--- src/rtl/core/swecb_pkg.sv ---
// ---------------------------------------------------------------------------
// swecb_pkg: shared types and codes of the write/erase coalescing buffer
// Command opcodes, result kinds, the buffered entry layout and the
// controller/datapath command and status groups.
// ---------------------------------------------------------------------------
package swecb_pkg;

    localparam logic [1:0] OP_WRITE = 2'd0;
    localparam logic [1:0] OP_ERASE = 2'd1;
    localparam logic [1:0] OP_READ  = 2'd2;
    localparam logic [1:0] OP_FLUSH = 2'd3;

    localparam logic [1:0] KIND_WRITE = 2'd0;
    localparam logic [1:0] KIND_ERASE = 2'd1;
    localparam logic [1:0] KIND_READ  = 2'd2;

    localparam int unsigned ERASE_CHUNK = 10;
    localparam logic [9:0]  LBA_MAX     = 10'd1023;

    typedef struct packed {
        logic        erase;
        logic [9:0]  lba;
        logic [31:0] val;
    } entry_t;

    typedef struct packed {
        logic load;         // capture the input transaction
        logic emit_entry;   // emit entry at the read pointer, advance
        logic scan_step;    // compact one entry, advance
        logic scan_done;    // commit compacted count
        logic clr_count;    // drop all entries, rewind pointers
        logic append_write; // append the captured write
        logic append_chunk; // append the next erase chunk
        logic read_next;    // advance the read pointer
        logic emit_read;    // emit the read reply
        logic finish;       // release the held result as last
    } swecb_cmd_t;

    typedef struct packed {
        logic       r_lt_count;
        logic       full;
        logic       can_emit;
        logic       out_free;
        logic       pend_valid;
        logic       chunks_done;
        logic       read_match;
        logic [1:0] op;
    } swecb_stat_t;

endpackage

--- src/rtl/core/swecb_datapath.sv ---
// ---------------------------------------------------------------------------
// swecb_datapath: entry store, scan pointers and result registers
// Holds the ordered entry store, the compaction pointers, the running erase
// union, a one-deep holding register that marks the last result, and the
// output register.
// ---------------------------------------------------------------------------
module swecb_datapath #(
    parameter int unsigned DEPTH = 8,
    parameter int unsigned CW    = $clog2(DEPTH + 1),
    parameter int unsigned IW    = $clog2(DEPTH)
) (
    input  logic                  aclk,
    input  logic                  aresetn,
    input  logic [1:0]            s_op,
    input  logic [9:0]            s_lba,
    input  logic [3:0]            s_erase_size,
    input  logic [31:0]           s_write_data,
    input  swecb_pkg::swecb_cmd_t cmd,
    output swecb_pkg::swecb_stat_t stat,
    output logic                  m_valid,
    input  logic                  m_ready,
    output logic [1:0]            m_kind,
    output logic [9:0]            m_out_lba,
    output logic [31:0]           m_out_value,
    output logic                  m_hit,
    output logic                  m_last
);
    import swecb_pkg::*;

    entry_t      store_reg [DEPTH];
    logic [CW-1:0] count_reg, r_reg, w_reg;
    logic [1:0]  op_reg;
    logic [9:0]  lba_reg;
    logic [31:0] data_reg;
    logic [10:0] lo_reg, hi_reg;

    logic        pend_valid_reg;
    logic [1:0]  pend_kind_reg;
    logic [9:0]  pend_lba_reg;
    logic [31:0] pend_val_reg;
    logic        pend_hit_reg;

    logic        m_valid_reg, m_last_reg, m_hit_reg;
    logic [1:0]  m_kind_reg;
    logic [9:0]  m_lba_reg;
    logic [31:0] m_val_reg;

    entry_t      cur;
    logic [32:0] b_wide;
    logic [10:0] b_end, a_ext;
    logic        drop, merge;
    logic [3:0]  size_clamp;
    logic [10:0] hi_load;
    logic [10:0] chunk_len;
    logic [3:0]  chunk_c;
    logic        new_emit;
    logic [1:0]  new_kind;
    logic [9:0]  new_lba;
    logic [31:0] new_val;
    logic        new_hit;

    // Decode the entry at the read pointer against the captured command
    always_comb begin
        cur    = store_reg[r_reg[IW-1:0]];
        a_ext  = {1'b0, cur.lba};
        b_wide = (cur.val == 32'd0) ? {23'd0, cur.lba}
                                    : 33'({23'd0, cur.lba}) + {1'b0, cur.val} - 33'd1;
        b_end  = (b_wide > 33'(LBA_MAX)) ? {1'b0, LBA_MAX} : b_wide[10:0];
        drop   = 1'b0;
        merge  = 1'b0;
        if (op_reg == OP_WRITE) begin
            drop = !cur.erase && (cur.lba == lba_reg);
        end else if (!cur.erase) begin
            drop = (lo_reg <= a_ext) && (a_ext <= hi_reg);
        end else if ((lo_reg <= a_ext) && (b_end <= hi_reg)) begin
            drop = 1'b1;
        end else if (!((b_end < lo_reg) || (hi_reg < a_ext))) begin
            drop  = 1'b1;
            merge = 1'b1;
        end
    end

    // Clamp the erase size and clip the end of the range
    always_comb begin
        if (s_erase_size == 4'd0) begin
            size_clamp = 4'd1;
        end else if (s_erase_size > 4'(ERASE_CHUNK)) begin
            size_clamp = 4'(ERASE_CHUNK);
        end else begin
            size_clamp = s_erase_size;
        end
        hi_load = {1'b0, s_lba} + {7'd0, size_clamp} - 11'd1;
        if (hi_load > {1'b0, LBA_MAX}) begin
            hi_load = {1'b0, LBA_MAX};
        end
        chunk_len = hi_reg - lo_reg + 11'd1;
        chunk_c   = (chunk_len > 11'(ERASE_CHUNK)) ? 4'(ERASE_CHUNK) : chunk_len[3:0];
    end

    // Select the result produced this cycle
    always_comb begin
        new_emit = cmd.emit_entry || cmd.emit_read;
        if (cmd.emit_read) begin
            new_kind = KIND_READ;
            new_lba  = lba_reg;
            new_hit  = (r_reg < count_reg);
            new_val  = new_hit ? cur.val : 32'd0;
        end else begin
            new_kind = cur.erase ? KIND_ERASE : KIND_WRITE;
            new_lba  = cur.lba;
            new_hit  = 1'b0;
            new_val  = cur.val;
        end
    end

    // Write the entry store: compaction moves and appends
    always_ff @(posedge aclk) begin
        if (cmd.scan_step && !drop) begin
            store_reg[w_reg[IW-1:0]] <= cur;
        end
        if (cmd.append_write) begin
            store_reg[count_reg[IW-1:0]] <= '{erase: 1'b0, lba: lba_reg, val: data_reg};
        end
        if (cmd.append_chunk) begin
            store_reg[count_reg[IW-1:0]] <= '{erase: 1'b1, lba: lo_reg[9:0],
                                              val: {28'd0, chunk_c}};
        end
    end

    // Hold the captured command and the erase union
    always_ff @(posedge aclk) begin
        if (cmd.load) begin
            op_reg   <= s_op;
            lba_reg  <= s_lba;
            data_reg <= s_write_data;
            lo_reg   <= {1'b0, s_lba};
            hi_reg   <= hi_load;
        end else if (cmd.scan_step && merge) begin
            if (a_ext < lo_reg) lo_reg <= a_ext;
            if (b_end > hi_reg) hi_reg <= b_end;
        end else if (cmd.append_chunk) begin
            lo_reg <= lo_reg + {7'd0, chunk_c};
        end
    end

    // Advance pointers and the entry count
    always_ff @(posedge aclk) begin
        if (!aresetn) begin
            count_reg <= '0;
            r_reg     <= '0;
            w_reg     <= '0;
        end else begin
            if (cmd.load || cmd.clr_count) begin
                r_reg <= '0;
                w_reg <= '0;
            end
            if (cmd.clr_count) count_reg <= '0;
            if (cmd.emit_entry || cmd.read_next) r_reg <= r_reg + CW'(1);
            if (cmd.scan_step) begin
                r_reg <= r_reg + CW'(1);
                if (!drop) w_reg <= w_reg + CW'(1);
            end
            if (cmd.scan_done) count_reg <= w_reg;
            if (cmd.append_write || cmd.append_chunk) count_reg <= count_reg + CW'(1);
        end
    end

    // Hold one result back so the final one can be marked last
    always_ff @(posedge aclk) begin
        if (!aresetn) begin
            pend_valid_reg <= 1'b0;
            m_valid_reg    <= 1'b0;
        end else begin
            if (new_emit) begin
                if (pend_valid_reg) begin
                    m_valid_reg <= 1'b1;
                    m_kind_reg  <= pend_kind_reg;
                    m_lba_reg   <= pend_lba_reg;
                    m_val_reg   <= pend_val_reg;
                    m_hit_reg   <= pend_hit_reg;
                    m_last_reg  <= 1'b0;
                end else if (m_ready) begin
                    m_valid_reg <= 1'b0;
                end
                pend_valid_reg <= 1'b1;
                pend_kind_reg  <= new_kind;
                pend_lba_reg   <= new_lba;
                pend_val_reg   <= new_val;
                pend_hit_reg   <= new_hit;
            end else if (cmd.finish) begin
                m_valid_reg    <= 1'b1;
                m_kind_reg     <= pend_kind_reg;
                m_lba_reg      <= pend_lba_reg;
                m_val_reg      <= pend_val_reg;
                m_hit_reg      <= pend_hit_reg;
                m_last_reg     <= 1'b1;
                pend_valid_reg <= 1'b0;
            end else if (m_ready) begin
                m_valid_reg <= 1'b0;
            end
        end
    end

    // Report status to the controller
    always_comb begin
        stat.r_lt_count  = (r_reg < count_reg);
        stat.full        = (count_reg >= CW'(DEPTH));
        stat.out_free    = !m_valid_reg || m_ready;
        stat.can_emit    = !pend_valid_reg || stat.out_free;
        stat.pend_valid  = pend_valid_reg;
        stat.chunks_done = (lo_reg > hi_reg);
        stat.read_match  = !cur.erase && (cur.lba == lba_reg);
        stat.op          = op_reg;
    end

    assign m_valid     = m_valid_reg;
    assign m_kind      = m_kind_reg;
    assign m_out_lba   = m_lba_reg;
    assign m_out_value = m_val_reg;
    assign m_hit       = m_hit_reg;
    assign m_last      = m_last_reg;

endmodule

--- src/rtl/core/swecb_ctrl.sv ---
// ---------------------------------------------------------------------------
// swecb_ctrl: command sequencer of the coalescing buffer
// Steps each command through flush, compaction, append, chunking and the
// read lookup, one entry per cycle, stalling on the result channel.
// ---------------------------------------------------------------------------
module swecb_ctrl (
    input  logic                   aclk,
    input  logic                   aresetn,
    input  logic                   s_valid,
    output logic                   s_ready,
    input  logic [1:0]             s_op,
    input  swecb_pkg::swecb_stat_t stat,
    output swecb_pkg::swecb_cmd_t  cmd
);
    import swecb_pkg::*;

    typedef enum logic [2:0] {
        ST_IDLE, ST_PFLUSH, ST_SCAN, ST_APPEND_W, ST_CHUNK, ST_CFLUSH, ST_READ, ST_FINISH
    } state_t;

    state_t state_reg, state_next;

    // Decode the command and next state
    always_comb begin
        cmd        = '0;
        state_next = state_reg;
        unique case (state_reg)
            ST_IDLE: begin
                if (s_valid) begin
                    cmd.load = 1'b1;
                    unique case (s_op)
                        OP_WRITE, OP_ERASE: state_next = stat.full ? ST_PFLUSH : ST_SCAN;
                        OP_READ:            state_next = ST_READ;
                        OP_FLUSH:           state_next = ST_PFLUSH;
                        default:            state_next = ST_IDLE;
                    endcase
                end
            end
            ST_PFLUSH: begin
                if (stat.r_lt_count) begin
                    cmd.emit_entry = stat.can_emit;
                end else begin
                    cmd.clr_count = 1'b1;
                    state_next    = (stat.op == OP_FLUSH) ? ST_FINISH : ST_SCAN;
                end
            end
            ST_SCAN: begin
                if (stat.r_lt_count) begin
                    cmd.scan_step = 1'b1;
                end else begin
                    cmd.scan_done = 1'b1;
                    state_next    = (stat.op == OP_WRITE) ? ST_APPEND_W : ST_CHUNK;
                end
            end
            ST_APPEND_W: begin
                cmd.append_write = 1'b1;
                state_next       = ST_FINISH;
            end
            ST_CHUNK: begin
                if (stat.chunks_done) begin
                    state_next = ST_FINISH;
                end else if (stat.full) begin
                    state_next = ST_CFLUSH;
                end else begin
                    cmd.append_chunk = 1'b1;
                end
            end
            ST_CFLUSH: begin
                if (stat.r_lt_count) begin
                    cmd.emit_entry = stat.can_emit;
                end else begin
                    cmd.clr_count = 1'b1;
                    state_next    = ST_CHUNK;
                end
            end
            ST_READ: begin
                if (stat.r_lt_count && !stat.read_match) begin
                    cmd.read_next = 1'b1;
                end else if (stat.can_emit) begin
                    cmd.emit_read = 1'b1;
                    state_next    = ST_FINISH;
                end
            end
            ST_FINISH: begin
                if (!stat.pend_valid) begin
                    state_next = ST_IDLE;
                end else if (stat.out_free) begin
                    cmd.finish = 1'b1;
                    state_next = ST_IDLE;
                end
            end
            default: state_next = ST_IDLE;
        endcase
    end

    // Hold state
    always_ff @(posedge aclk) begin
        if (!aresetn) begin
            state_reg <= ST_IDLE;
        end else begin
            state_reg <= state_next;
        end
    end

    assign s_ready = (state_reg == ST_IDLE);

endmodule

--- src/rtl/core/ssd_write_erase_coalescing_buffer_core.sv ---
// ---------------------------------------------------------------------------
// ssd_write_erase_coalescing_buffer_core: write/erase coalescing buffer
// Top level joining the command sequencer and the entry datapath.
// ---------------------------------------------------------------------------
// One command is taken at a time; s_ready is high only while the sequencer
// is idle. A write or erase is captured, the store is scanned and compacted,
// then the write is appended, or each erase chunk in turn until the chunks
// are seen finished, and the final result is released. A read walks the
// store to the first matching write; a flush emits and clears every entry.
// A write or erase into a full store first emits and clears it. Any stall
// on the result channel holds these emissions and the final release.
// Results leave through a one-deep hold stage and an output register;
// the last result of each command has m_last set.
module ssd_write_erase_coalescing_buffer_core #(
    parameter int unsigned BUFFER_DEPTH = 8
) (
    input  logic        aclk,
    input  logic        aresetn,
    input  logic        s_valid,
    output logic        s_ready,
    input  logic [1:0]  s_op,
    input  logic [9:0]  s_lba,
    input  logic [3:0]  s_erase_size,
    input  logic [31:0] s_write_data,
    output logic        m_valid,
    input  logic        m_ready,
    output logic [1:0]  m_kind,
    output logic [9:0]  m_out_lba,
    output logic [31:0] m_out_value,
    output logic        m_hit,
    output logic        m_last
);
    import swecb_pkg::*;

    swecb_cmd_t  cmd;
    swecb_stat_t stat;

    swecb_ctrl u_ctrl (
        .aclk    (aclk),
        .aresetn (aresetn),
        .s_valid (s_valid),
        .s_ready (s_ready),
        .s_op    (s_op),
        .stat    (stat),
        .cmd     (cmd)
    );

    swecb_datapath #(
        .DEPTH (BUFFER_DEPTH)
    ) u_datapath (
        .aclk         (aclk),
        .aresetn      (aresetn),
        .s_op         (s_op),
        .s_lba        (s_lba),
        .s_erase_size (s_erase_size),
        .s_write_data (s_write_data),
        .cmd          (cmd),
        .stat         (stat),
        .m_valid      (m_valid),
        .m_ready      (m_ready),
        .m_kind       (m_kind),
        .m_out_lba    (m_out_lba),
        .m_out_value  (m_out_value),
        .m_hit        (m_hit),
        .m_last       (m_last)
    );

endmodule

--- config.mk ---
export PLATFORM = sky130hd
export DESIGN_NAME = ssd_write_erase_coalescing_buffer_core
export DESIGN_NICKNAME = d
export VERILOG_FILES = /design/src/rtl/core/swecb_pkg.sv /design/src/rtl/core/swecb_datapath.sv /design/src/rtl/core/swecb_ctrl.sv /design/src/rtl/core/ssd_write_erase_coalescing_buffer_core.sv
export SDC_FILE = /design/constraint.sdc
export NUM_CORES = 1
export LEC_CHECK = 0
export BUFFER_PORTS_ARGS = -buffer_cell sky130_fd_sc_hd__buf_2
export CORE_MARGIN = 2
export CORE_UTILIZATION = 35
export CTS_CLUSTER_SIZE = 12
export DETAILED_ROUTE_END_ITERATION = 10
export PLACE_DENSITY = 0.62
export REMOVE_ABC_BUFFERS = 1
export SLEW_MARGIN = 0
export SYNTH_ARGS = -nofsm -noshare
export SYNTH_HDL_FRONTEND = slang
export SYNTH_SLANG_ARGS = --single-unit
--- constraint.sdc ---
create_clock -name aclk -period 14.3 [get_ports aclk]
set_input_delay 1.43 -clock aclk [delete_from_list [all_inputs] [get_ports aclk]]
set_output_delay 1.43 -clock aclk [all_outputs]
set_load 0.05 [all_outputs]
Yosys cells after proc, flatten, opt, wreduce, memory -nomap -nowiden
Memories as Yosys holds them, arrays and structs flattened. A register that Yosys moved wholly into a read port is not among the register bits.
Index checks and enable logic that the tools add are counted.

word-level totals
  logic and storage cells = 209
  RAM bits = 344
  bits of input ports = 52
  output and inout bits = 48
  latch bits = 0
  memories kept = 1
  memory bits (read-only) = 0
  flip-flop bits (word level) = 174

operators by class
  multipliers = 0
  shift-type cells = 0
  bitwise gates (word level) = 1
  reduce and logical (&&, ||, !) cells = 39
  mux-type cells = 100
  magnitude comparators = 14
  equality and inequality tests = 23
  div/mod/pow operators = 0
  add/sub/neg operators = 10

memory list
  memory                depth  bits a word  read ports  clocked after memory_dff  write ports  RTL line              RTL
  u_datapath.store_reg  8      43           1           1                         1            swecb_datapath.sv:30  entry_t store_reg [DEPTH];

operator list
  kind                                                                     number
  32-bit two-way mux                                                       5
  11-bit two-way mux                                                       8
  43-bit two-way mux                                                       2
  10-bit two-way mux                                                       5
  4-bit two-way mux                                                        12
  3-bit two-way mux                                                        15
  1-bit two-way mux                                                        44
  43-bit OR reduction                                                      1
  10-bit by 32-bit adder with 33-bit output                                1
  33-bit by 10-bit > comparator with 1-bit output (second input constant)  1
  33-bit two-way mux                                                       1
  33-bit by 1-bit subtractor with 33-bit output (second input constant)    1
  32-bit zero test                                                         1
  3-bit one-hot mux with 8 select lines                                    1
  11-bit > comparator                                                      2
  4-bit by 1-bit adder with 4-bit output (second input constant)           3
  3-bit equality test (second input constant)                              4
  2-bit two-way mux                                                        6
  2-bit != test (second input constant)                                    6
  10-bit by 4-bit adder with 11-bit output                                 1
  11-bit by 1-bit adder with 11-bit output (second input constant)         1
  11-bit by 4-bit adder with 11-bit output                                 1
  11-bit by 10-bit > comparator with 1-bit output (second input constant)  1
  11-bit by 4-bit > comparator with 1-bit output (second input constant)   1
  other kinds (33)                                                         63

Logic depth before layout (Yosys ltp)
Gate-level depths: netlist of run 1.

  depth in word-level cells = 16
  gate-level depth with buffers = 37
  mapped depth without buffers = 31

Modules after synthesis
Synthesis of run 1 repeated with hierarchy kept, for this count alone.

second synthesis, totals
  cell total of the unflattened synthesis = 2698
  area total of the unflattened synthesis = 29343.1 sq um

by module, submodules not included
  module          sequential area each (sq um)  times used  cells each  area an instance (sq um)
  swecb_datapath  15374.7                       1           2638        28949.0
  swecb_ctrl      60.1                          1           60          394.1

Worst setup path after synthesis of run 1
Ideal clock, no wire load.

  kind = register -> register
  start point = reg with a tool-made name
  end point = mem u_datapath.store_reg[6][0] in the netlist's numbering, enable pin
  required time = 13.845 ns
  period minus slack after synthesis = 10.623 ns
  slack = 3.677 ns
  library setup time = 0.455 ns
  buffers on the path = 7
  stages on the path, launching flop included = 35
  arrival time = 10.168 ns
  cells stage by stage = dfxtp_1 -> buf_4 -> buf_6 -> buf_4 -> buf_1 -> buf_1 -> mux4_2 -> mux2i_1 -> inv_1 -> ha_1 -> clkbuf_1 -> a21o_1 -> a31o_2 -> a222oi_1 -> nand4_1 -> a2111oi_0 -> o211ai_1 -> nor4_1 -> nand4_1 -> nor4_2 -> nand3_1 -> o21a_1 -> ha_1 -> a21o_1 -> a21o_1 -> a21oi_1 -> o21ai_0 -> a21o_1 -> a21oi_1 -> and3_1 -> or4b_4 -> a21oi_2 -> buf_4 -> nand2_1 -> o2bb2ai_1

RTL lines
  what              RTL line
  end: declaration  swecb_datapath.sv:30

==> results.txt, run 1 <==
The run finished with clean final reports. The xor and xnor fraction of the mapped netlist area came out at 0.0165. The worst-case clock skew came out at 0.0626 ns. The antenna violation net count after detailed routing is 0.

Setup repair after global routing left no endpoint under its margin. Of the total synthesized cell area, the portion taken by AND, OR, NAND and NOR gates is 0.0841. Dividing total power by cell area gives a power density of 226 mW/mm^2. The critical path in this run is classified as reg2reg. The clock transition time at the flip-flop clock pins of the worst setup and hold paths came out at 0.06 ns. The share of layout cells above drive strength 1 came out at 0.166. The die covers 0.0767 mm^2. The deepest level of the CTS H-tree came out at 2. The count of input and output buffers came out at 99. The final-stage net count is 2213. The worst hold path startpoint is u_datapath.pend_lba_reg[1]$_DFFE_PP_. The via density per instance is 5.54. The via count of the first global-routing pass came to 16900. The number of maximum-capacitance constraint violations came out at 0.

Among the stages of the critical path, the cell type that occurs most often is a21oi_1. After detailed routing, the average wire length per cell comes to 23.6 um. The part of the Yosys area used for sequential elements is 0.592.

The post-synthesis mux area share came out at 0.0961. In this run the clock root is driven by a clkbuf_16. The first detailed-routing pass took 5 iterations. Along the worst hold path, the cell count comes to 0. Of the total synthesized cell area, the portion taken by full adders, half adders and majority gates is 0.0730.

Synthesis inferred 521 register bits. The type of the tightest min-delay check is reg2reg. The count of mapped cells out of synthesis is 1894. The maximum clock path buffer count is 3. The number of cells on the worst reg-to-reg path is 33.

Derived from the worst setup path, the maximum achievable clock frequency is 0.0885 GHz. Data on the critical path arrives at its endpoint at 11.61 ns. In the post-synthesis netlist, the biggest area contributors are edfxtp_1 (58%), ha_1 (6.9%), mux4_2 (6.7%), mux2i_1 (2.3%), nor2_1 (2.2%). The number of failing hold endpoints at the final stage came out at 0. The number of gates given a new drive strength after cts came out at 0.

In this run the post-CTS setup repair buffer count came out at 0. The async set-or-reset flop fraction in the synthesized netlist came out at 0. The maximum VDD drop is 0.0980 mV. The total clock buffers created by CTS came out at 55. The number of slew-limit violations in the final report came to 0. The overall die width came out at 277 um. The total grt overflow is 0.

The setup violation total in the final timing report is 0. The required time of the critical path came out at 14.62 ns. The die outline height came out at 277 um.

Summed over all cells, the static leakage comes to 10.3 nW. The number of synthesized flops with an enable pin came out at 500. The top cell type by total area after synthesis is edfxtp_1. The total half-perimeter wirelength after legalization and detailed placement came out at 49200 um. The first global-routing pass estimated 107000 um of wire. The slew of the pin with the lowest slew margin is 1.29 ns. The reg2reg setup slack is 3.00 ns. The shortest period the worst path allows came out at 11.30 ns. The number of filler instances in the final layout is 6917. The area of the mapped netlist came out at 0.0261 mm^2. The endpoint identified for the worst register-to-register timing path is u_datapath.store_reg[2][11]$_DFFE_PP_. The number of antenna violations at the first check in global routing was 3. By count the netlist is led by edfxtp_1 (500), nor2_1 (154), ha_1 (144). The post-synthesis cell type count came out at 99.

TritonCTS built the clock tree. The fraction of the cycle the final worst path needs came out at 0.790. The total global routing track utilization is 0.184. In this design, the stage delay of the slowest critical-path cell is 1.04 ns. The hold buffer count at cts is 0. After detailed routing, the number of remaining DRC violations is 0. STA classifies the critical path endpoint as a register. The starting utilization of the core area is 0.352. The number of flip-flops in the largest register is 344.

Counting every sink on the clock net gives 521. The latest clock arrival within the worst-skew pair is 0.65 ns. The number of top-level pins came out at 100. The main combinational cell family by area after synthesis is compound AO/OA/AOI/OAI gates. The fraction of synthesized cell area taken by the top area cell type is 0.576. The category of the worst setup path launch point is a register.

The post-synthesis compound-gate area fraction was 0.105. In the final timing run, aggregate negative setup slack is 0 ns. Once layout is complete, the utilization of the core stands at 0.397. The floorplan row count came out at 100. Summed over all layers, the routed wires come to 71200 um. The number of DRC markers after the initial detailed-route iteration is 1465. The most frequent cell after synthesis is edfxtp_1. Total power for the finished layout comes to 6.64 mW. The maximum fanout count along the critical path is 45. The normalized max-slew margin is 0.138. The cell with the largest stage delay on the worst path is nor2_4. The core region is 0.0741 mm^2. The maximum number of pins on one net before global-route repair came out at 62.

The routability-driven placement congestion ratio came out at 0.918. The total number of yosys warnings came out at 0. The per-instance average area after synthesis came out at 13.8 um^2.

The detailed-route via count came out at 16700. The leading register cell type out of synthesis is edfxtp_1. The area growth from synthesis to layout came out at 12.8%. The terminating pin of the worst hold path is u_datapath.m_out_lba[1]$_DFFE_PP_.
-- cells in the final DEF (no fill, tap or decap), types with 56 or more instances in the layout --
| cell type | instances |
|---|---|
| mux2i_1 | 60 |
| a21oi_1 | 88 |
| mux4_2 | 77 |
| o21ai_0 | 56 |
| ha_1 | 144 |
| nand2_1 | 73 |
| nor2_1 | 146 |
| inv_1 | 130 |
| buf_2 | 99 |
| edfxtp_1 | 500 |
-- critical path: cells and delay by family (launching register included) --
family | cells | cell delay, ns
compound gates | 15 | 4.15
simple gates | 10 | 3.88
fa+ha+maj | 4 | 1.19
flops | 1 | 0.93
buf+inv | 4 | 0.80
-- worst max-delay path by stage --
| stage | from | endpoint | slack (ns) | depth (start not counted) |
|---|---|---|---|---|
| 4_1_cts | register | u_datapath.store_reg[2][42]$_DFFE_PP_ | 3.14 | 33 |
| 3_5_place_dp | register | u_datapath.store_reg[2][19]$_DFFE_PP_ | 3.19 | 33 |
| 3_3_place_gp | register | u_datapath.store_reg[2][17]$_DFFE_PP_ | 3.35 | 33 |
| 5_1_grt | register | u_datapath.store_reg[2][26]$_DFFE_PP_ | 2.46 | 29 |
| 6_report | register | u_datapath.store_reg[2][11]$_DFFE_PP_ | 3.00 | 33 |
| 2_1_floorplan | register | u_datapath.store_reg[6][0]$_DFFE_PP_ | 2.22 | 28 |
-- per-stage QoR --
stage	instance area [um^2]	std cells	hold WS (ns)	setup slack [ns]
floorplan	25700	1825	0.400	2.22
global route	29400	3018	0.419	2.46
global placement	27700	2924	0.402	3.35
finish	29400	3018	0.413	3.00
CTS	29400	3017	0.415	3.14
detailed placement	27700	2924	0.405	3.19
-- cells by family after synthesis --
| family | Yosys count |
|---|---|
| flops | 521 |
| simple gates | 432 |
| compound gates | 391 |
| buf+inv | 203 |
| fa+ha+maj | 149 |
| mux | 148 |
| xor+xnor | 49 |
| other cells | 1 |
-- report_power, final --
group / switching [mW] / leakage, nW / internal [mW]
clock network: 0.601 / 0.794 / 0.732
logic: 2.04 / 4.85 / 1.04
registers: 0.109 / 4.70 / 2.12
-- layout make-up --
type / instances / area (um^2) / share of cell area
antenna: 1 / 2.50 / 0.0000851
clock buffer: 69 / 1440 / 0.0490
clock inverter: 24 / 210 / 0.00715
inverter: 132 / 495 / 0.0169
multi-input combinational: 1172 / 9860 / 0.335
sequential: 521 / 15400 / 0.525
tap: 969 / 1210 / 0.0413
timing repair buffer: 130 / 728 / 0.0248
-- routing by layer --
metal,vias to the layer above,part of all wire,GRT usage
li1,7538,-,-
met1,8470,0.45,0.262
met2,608,0.46,0.291
met3,98,0.065,0.0268
met4,0,0.024,0.0530
met5,-,0,0
Note: power is estimated with default switching activity, not from simulation.
==> run 2, diff against run 1 <==
--- a/config.mk
+++ b/config.mk
@@ -5,6 +5,7 @@
 export SDC_FILE = /design/constraint.sdc
 export NUM_CORES = 1
 export LEC_CHECK = 0
+export ABC_AREA = 1
 export BUFFER_PORTS_ARGS = -buffer_cell sky130_fd_sc_hd__buf_2
 export CORE_MARGIN = 2
 export CORE_UTILIZATION = 35
==> constraint.sdc (replaced) <==
create_clock -name aclk -period 11.2 [get_ports aclk]
set_input_delay 1.12 -clock aclk [delete_from_list [all_inputs] [get_ports aclk]]
set_output_delay 1.12 -clock aclk [all_outputs]
set_load 0.05 [all_outputs]
==> run 2 against run 1 <==
Critical path depth increased by 14; fmax increased by 20%; wire length increased by 2.4%; via count increased by 14%; sequential share of layout area decreased by 0.86 points; count of clock-buffer cells in the layout increased by 3; non-clock buffer count increased by 14; cell count increased by 25%; critical path type unchanged; global-route usage increased by 0.26 points; critical endpoint is now u_datapath.store_reg[7][9]$_DFFE_PP_; sequential power increased by 26%.
==> results.txt, run 2 <==
The hold buffer count at cts is 0. Measured against its own limit, the worst slew margin works out to 0.235. The total global routing track utilization came out at 0.186. The clock tree synthesis step divided the H-tree into 2 levels. The part of the Yosys area used for sequential elements came out at 0.587.

The diode insertion count for antenna repair came out at 0. STA puts the critical path data arrival time at 9.70 ns. Each instance of the synthesized netlist takes up on average 10.0 um^2.

The flow ran to the end, and the final reports show no timing, DRC or antenna violations. The clock tree from TritonCTS is yes. STA classifies the critical path endpoint as a register. The routability-driven placement congestion ratio is 0.933.

The first-pass iteration count of the detailed router came out at 6. The total area of sequential cells is 0.0154 mm^2. The buffer cell driving the clock tree root is clkbuf_16. The worst setup path is launched from a register. The total number of yosys warnings came out at 0. At the pin with the least slew margin, the transition time is 1.14 ns. The number of maximum-capacitance constraint violations is 0. The cell with the largest stage delay on the worst path is inv_4.

The number of synthesized flops with an enable pin came out at 500. For the final routed database, the setup TNS stands at 0 ns. In the layout the commonest cells are nand2_1 (516), edfxtp_1 (500), inv_1 (350).

The overall die width came out at 278 um. Among all cell types in the netlist, the one instantiated most often is nand2_1. The first-pass GRT wire length is 111000 um. The worst hold path startpoint is u_datapath.pend_val_reg[3]$_DFFE_PP_. By area the synthesized netlist is led by edfxtp_1 (57%), nand2_1 (7.4%), ha_1 (6.9%), inv_1 (5.0%), o21ai_0 (4.1%). The maximum number of pins on one net before global-route repair came out at 75.

The total half-perimeter wirelength after legalization and detailed placement came out at 50600 um. The worst-case clock skew came out at 0.0361 ns. The total wirelength of the detailed-routed design came out at 72900 um. The number of register bits inferred by synthesis is 521. In this run the worst hold path is classified as reg2reg. The cell that appears most often on the critical path is nand2_1. In this run the static leakage power is 12.2 nW. The clock network fraction of total power came out at 0.211.

The netlist uses 55 different library cells. The combinational share of power came out at 0.469. Summed over all instances, the cell type with the most area after synthesis is edfxtp_1. The share of layout cells above drive strength 1 is 0.0967.

For this run, the slowest stage of the critical path takes 0.67 ns. The area of the die came out at 0.0773 mm^2. The clock sink total is 521.

The average routed wire per standard cell came out at 19.4 um. The combined area of the multi-input logic cells is 0.00915 mm^2. The ratio of total power to cell area came out at 293 mW/mm^2. The number of antenna violations at the first check in global routing came out at 1.

The internal cell power came out at 4.97 mW. The via density per instance is 5.09. The total grt overflow is 0. The fraction of synthesized cell area taken by the top area cell type is 0.571. The shortest period the worst path allows is 9.39 ns. The maximum clock path buffer count is 3. The number of slew-limit violations in the final report came out at 0. The area growth from synthesis to layout is 13.7%. Summing over every cut layer, the via total after detailed routing is 19100. The total clock buffers created by CTS is 58. The number of remaining DRC errors came out at 0. After clock tree synthesis, the repair step resized 0 gates.

Data on the critical path is required at its endpoint by 11.51 ns. 100 I/O pins were placed. The net count of the finished layout is 2946.

The area of the mapped netlist came out at 0.0263 mm^2. The number of flip-flops in the largest register is 344. The maximum fanout count along the critical path came out at 74.

The die outline height came out at 278 um. The reported net switching power came out at 3.79 mW. Leaving out fill and tap cells, the most frequent cell in the layout is nand2_1. The antenna violation net count after detailed routing came out at 0. The achievable clock frequency came out at 0.107 GHz. The setup violation total in the final timing report came out at 0. The critical path is of the reg2reg type. In the synthesized netlist, the cells that appear most often are nand2_1 (516), edfxtp_1 (500), inv_1 (352). The fraction of the cycle the final worst path needs came out at 0.838.

The worst-case setup margin in the final layout is 1.81 ns. The starting utilization of the core area is 0.353. The floorplan step defined a core boundary enclosing 0.0744 mm^2. Setup repair after global routing left no endpoint under its margin. The number of filler instances in the final layout came out at 7181.

The worst slack after detailed placement came out at 1.98 ns. The number of failing hold endpoints at the final stage is 0. The first routing iteration left 1647 violations. Synthesis produced a netlist whose cell count is 2625. Of the total power, the share spent switching nets is 0.433. The part of the total power dissipated in sequential elements is 0.320. The clock transition time at the flip-flop clock pins of the worst setup and hold paths came out at 0.06 ns. Across the VDD grid, the largest voltage drop is 0.129 mV. The count of input and output buffers is 99. The async set-or-reset flop fraction in the synthesized netlist came out at 0. In the synthesized netlist the dominant register cell turns out to be edfxtp_1. The via count of the first global-routing pass was 18200. The latest clock arrival within the worst-skew pair is 0.65 ns. Once the clock tree was built, the setup fixing pass inserted 0 buffers.

The floorplan row count came out at 100.
## run 2: routing by layer
layer	global-route usage	routed length [um]	up-vias
met1	0.249	31800	9109
met3	0.0341	4620	130
met5	0	10	-
met2	0.303	34000	639
met4	0.0653	2540	2
li1	-	-	9252
## run 2: cells by family after synthesis
| logic type | count (synthesis) | share of synthesized area |
|---|---|---|
| AND/OR/NAND/NOR | 972 | 0.151 |
| flip-flops | 521 | 0.587 |
| AO/OA/AOI/OAI | 496 | 0.109 |
| buffers and inverters | 447 | 0.0677 |
| adder cells (fa/ha/maj) | 149 | 0.0724 |
| XOR/XNOR | 39 | 0.0130 |
| other | 1 | 0.000143 |
## run 2: stage by stage
stage / hold WS, ns / instance area (um^2) / power [mW] / util / cells
after floorplan: 0.400 / 25900 / 5.55 / - / 2541
after detailed placement: 0.405 / 28000 / 6.89 / 0.376 / 3654
after global routing: 0.421 / 29900 / 9.38 / 0.401 / 3760
after global placement: 0.401 / 28000 / 6.89 / 0.376 / 3654
final: 0.416 / 29900 / 8.77 / 0.401 / 3760
after CTS: 0.418 / 29900 / 8.76 / 0.401 / 3760
## run 2: area by class of cell
type | count | area share
Clock buffer | 72 | 0.0514
Inverter | 361 | 0.0455
Timing Repair Buffer | 144 | 0.0287
Sequential cell | 521 | 0.517
Multi-Input combinational cell | 1659 | 0.306
Tap cell | 969 | 0.0406
Clock inverter | 34 | 0.0104
## run 2: path summary, 6_finish.rpt
kind / cells after the start / slack, ns / endpoint
max reg2reg: 47 / 1.81 / u_datapath.store_reg[7][9]$_DFFE_PP_
min: 0 / 0.42 / u_datapath.m_out_value[3]$_DFFE_PP_
max: 47 / 1.81 / u_datapath.store_reg[7][9]$_DFFE_PP_
min reg2reg: 0 / 0.42 / u_datapath.m_out_value[3]$_DFFE_PP_
## run 2: power by group through the flow
stage / Sequential (mW) / Clock [mW] / Combinational (mW)
2_1_floorplan: 2.83 / 0 / 2.72
3_3_place_gp: 2.85 / 0 / 4.04
3_5_place_dp: 2.85 / 0 / 4.04
4_1_cts: 2.81 / 1.88 / 4.07
5_1_grt: 2.83 / 1.96 / 4.59
6_report: 2.81 / 1.85 / 4.11
## run 2: critical path, delay by kind of cell (launching register included)
| kind | cells | cell delay [ns] |
|---|---|---|
| AOI/OAI and AO/OA | 10 | 1.73 |
| and+or+nand+nor | 24 | 3.32 |
| DFF | 1 | 0.56 |
| adders and majority gates | 4 | 1.29 |
| buffers and inverters | 9 | 2.09 |
==> run 3, diff against run 2 <==
--- a/config.mk
+++ b/config.mk
@@ -11,7 +11,7 @@
 export CORE_UTILIZATION = 35
 export CTS_CLUSTER_SIZE = 12
 export DETAILED_ROUTE_END_ITERATION = 10
-export PLACE_DENSITY = 0.62
+export PLACE_DENSITY = 0.64
 export REMOVE_ABC_BUFFERS = 1
 export SLEW_MARGIN = 0
 export SYNTH_ARGS = -nofsm -noshare
==> constraint.sdc (replaced) <==
create_clock -name aclk -period 7.7 [get_ports aclk]
set_input_delay 0.77 -clock aclk [delete_from_list [all_inputs] [get_ports aclk]]
set_output_delay 0.77 -clock aclk [all_outputs]
set_load 0.05 [all_outputs]
==> run 3 against run 2 <==
Clock skew increased by 0.010 ns; cell area is 2.4% higher; first-iteration DRC count is 7.8% higher; register-to-register slack worse by 1.3 ns; fmax up 31%; total power up 47%; global-route usage rose by 0.23 points; combinational power rose by 50%; critical path depth is 5 lower; cell count is 1.6% higher; critical path type unchanged; largest power group unchanged.
==> results.txt, run 3 (synthesized netlist as in run 2, its figures left out) <==
The overall die width is 278 um. The number of top-level pins is 100. The ratio of total power to cell area is 422 mW/mm^2. The worst hold path startpoint is s_write_data[29]. The total grt overflow is 0.

The average routed wire per standard cell is 19.3 um. The count of buffers added on input and output ports is 99. The starting utilization of the core area is 0.353. The placeable core region came out at 0.0744 mm^2. The die outline height came out at 278 um. The final-stage net count is 3007. The flow ran to the end, and the final reports show no timing, DRC or antenna violations. The via count of the first global-routing pass came out at 18900. The number of remaining DRC errors is 0.

The diode insertion count for antenna repair is 0. In the final layout, the share of cells above drive strength 1 is 0.116. Counting along the longest clock path gives a buffer depth of 3.

Registers take 0.0154 mm^2. The number of slew-limit violations in the final report is 0. In the layout the commonest cells are nand2_1 (516), edfxtp_1 (500), inv_1 (350).

The total clock buffers created by CTS came out at 57. The routability-driven placement congestion ratio came out at 0.959. Summing all multi-input logic gate instances after layout gives 0.00916 mm^2. The detailed-route via count came out at 19400. The number of failing hold endpoints at the final stage is 0. The floorplan has 100 rows. The number of flip-flops in the largest register is 344. STA classifies the critical path startpoint as a register. The fraction of the cycle the final worst path needs is 0.930. By startpoint and endpoint, the worst setup path is classified as reg2reg.

The normalized max-slew margin is 0.316. STA classifies the critical path endpoint as a register. The latest clock arrival within the worst-skew pair is 0.65 ns. The number of antenna violations at the first check in global routing came out at 1.

The maximum fanout count along the critical path came out at 18. The cell occurring most often along the worst timing path is nand2_1. The via density per instance came out at 5.08. The data arrival time of the critical path is 7.48 ns.

The cell with the largest stage delay on the worst path is dfxtp_2. For this design the static power due to leakage is 12.6 nW. Between clock sinks in the finished design, the worst skew comes to 0.0463 ns. The largest incremental delay on the critical path is 0.49 ns. The maximum VDD drop is 0.227 mV. The clock drives 521 sinks.

For the worst setup path, the data required time is 8.02 ns. Setup repair after global routing left no endpoint under its margin. Leaving out fill and tap cells, the most frequent cell in the layout is nand2_1.

The detailed router finished its first iteration with 1776 violations. The total half-perimeter wirelength after legalization and detailed placement is 52400 um. The area of the die is 0.0773 mm^2. After layout, the design draws a total of 12.9 mW.

The area growth from synthesis to layout came out at 16.4%. The utilization after layout is 0.411. The setup violation total in the final timing report came out at 0. The deepest level of the CTS H-tree came out at 2. Fill cells in the final layout number 7122.

The total global routing track utilization is 0.188. CTS placed an instance of clkbuf_16 at the clock tree root. The maximum number of pins on one net before global-route repair is 126. The first global-routing pass estimated 111000 um of wire. At the pin with the least slew margin, the transition time is 1.03 ns.

The first-pass iteration count of the detailed router came out at 6. In this run the worst hold path is classified as in2reg. The count of nets left with antenna violations once routing finished came out at 0.

The clock tree from TritonCTS is yes. Max-cap violations in this run came to 0. Based on the critical path, the design can be clocked at up to 0.140 GHz. After detailed routing, the total wire length is 73900 um. The shortest period the worst path allows is 7.16 ns. The clock transition time at the flip-flop clock pins of the worst setup and hold paths is 0.06 ns.
==> run 3: cell types whose count changed in the layout (fill, tap and decap cells not counted), sizes merged <==
| cell | before | now |
|---|---|---|
| buf | 144 | 205 |
| clkbuf | 72 | 82 |
| clkinv | 29 | 21 |
| inv | 363 | 360 |
| bufinv | 3 | 4 |
==> run 3: layout make-up <==
type,instances,area share
sequential,521,0.505
multi-input combinational,1659,0.300
clock buffer,81,0.0519
timing repair buffer,206,0.0511
inverter,361,0.0449
tap,969,0.0396
clock inverter,24,0.00794
==> run 3: stage by stage <==
step                      hold slack (ns)  instances  area, um^2  setup WS [ns]   TNS, ns
after floorplan                     0.400       2541       25900          -4.41  -1741.34
after global placement              0.401       3709       28600          0.291         0
after detailed placement            0.405       3709       28600          0.232         0
after CTS                           0.274       3814       30500          0.195         0
after global routing                0.284       3821       30600        0.00363         0
final                               0.297       3821       30600          0.537         0
==> run 3: worst paths after layout <==
| kind | endpoint | slack (ns) | depth (start not counted) |
|---|---|---|---|
| min reg2reg | u_datapath.m_kind[0]$_DFFE_PP_ | 0.40 | 0 |
| max reg2reg | u_datapath.store_reg[2][5]$_DFFE_PP_ | 0.54 | 42 |
| max | u_datapath.store_reg[2][5]$_DFFE_PP_ | 0.54 | 42 |
| min | u_datapath.data_reg[29]$_DFFE_PP_ | 0.30 | 1 |
==> run 3: layer usage <==
layer,part of all wire,GRT usage,vias up
li1,-,-,9379
met1,0.43,0.249,9213
met2,0.47,0.308,700
met3,0.072,0.0341,131
met4,0.037,0.0725,0
met5,0,0,-
==> run 3: power breakdown <==
part | internal [mW] | switching (mW) | leakage (nW)
sequential | 3.93 | 0.137 | 4.70
combinational | 1.93 | 4.23 | 6.99
clock | 1.56 | 1.13 | 0.894
total | 7.42 | 5.50 | 12.6
==> run 3: worst max-delay path: cells and delay by family (launching register included) <==
| family | cells | cell delay, ns |
|---|---|---|
| AOI/OAI and AO/OA | 11 | 1.72 |
| xor gates and xnor gates | 1 | 0.25 |
| adders and majority gates | 3 | 1.03 |
| buffers and inverters | 6 | 0.88 |
| DFF | 1 | 0.49 |
| and+or+nand+nor | 21 | 2.46 |
==> run 3: timing repair <==
| item | in CTS | in global routing |
|---|---|---|
| hold endpoints to repair | 0 | 0 |
| endpoints found under the setup margin | 0 | 378 |
| buffers inserted | 0 | 6 |
| gates resized for setup | 0 | 17 |
| hold buffers | 0 | 0 |
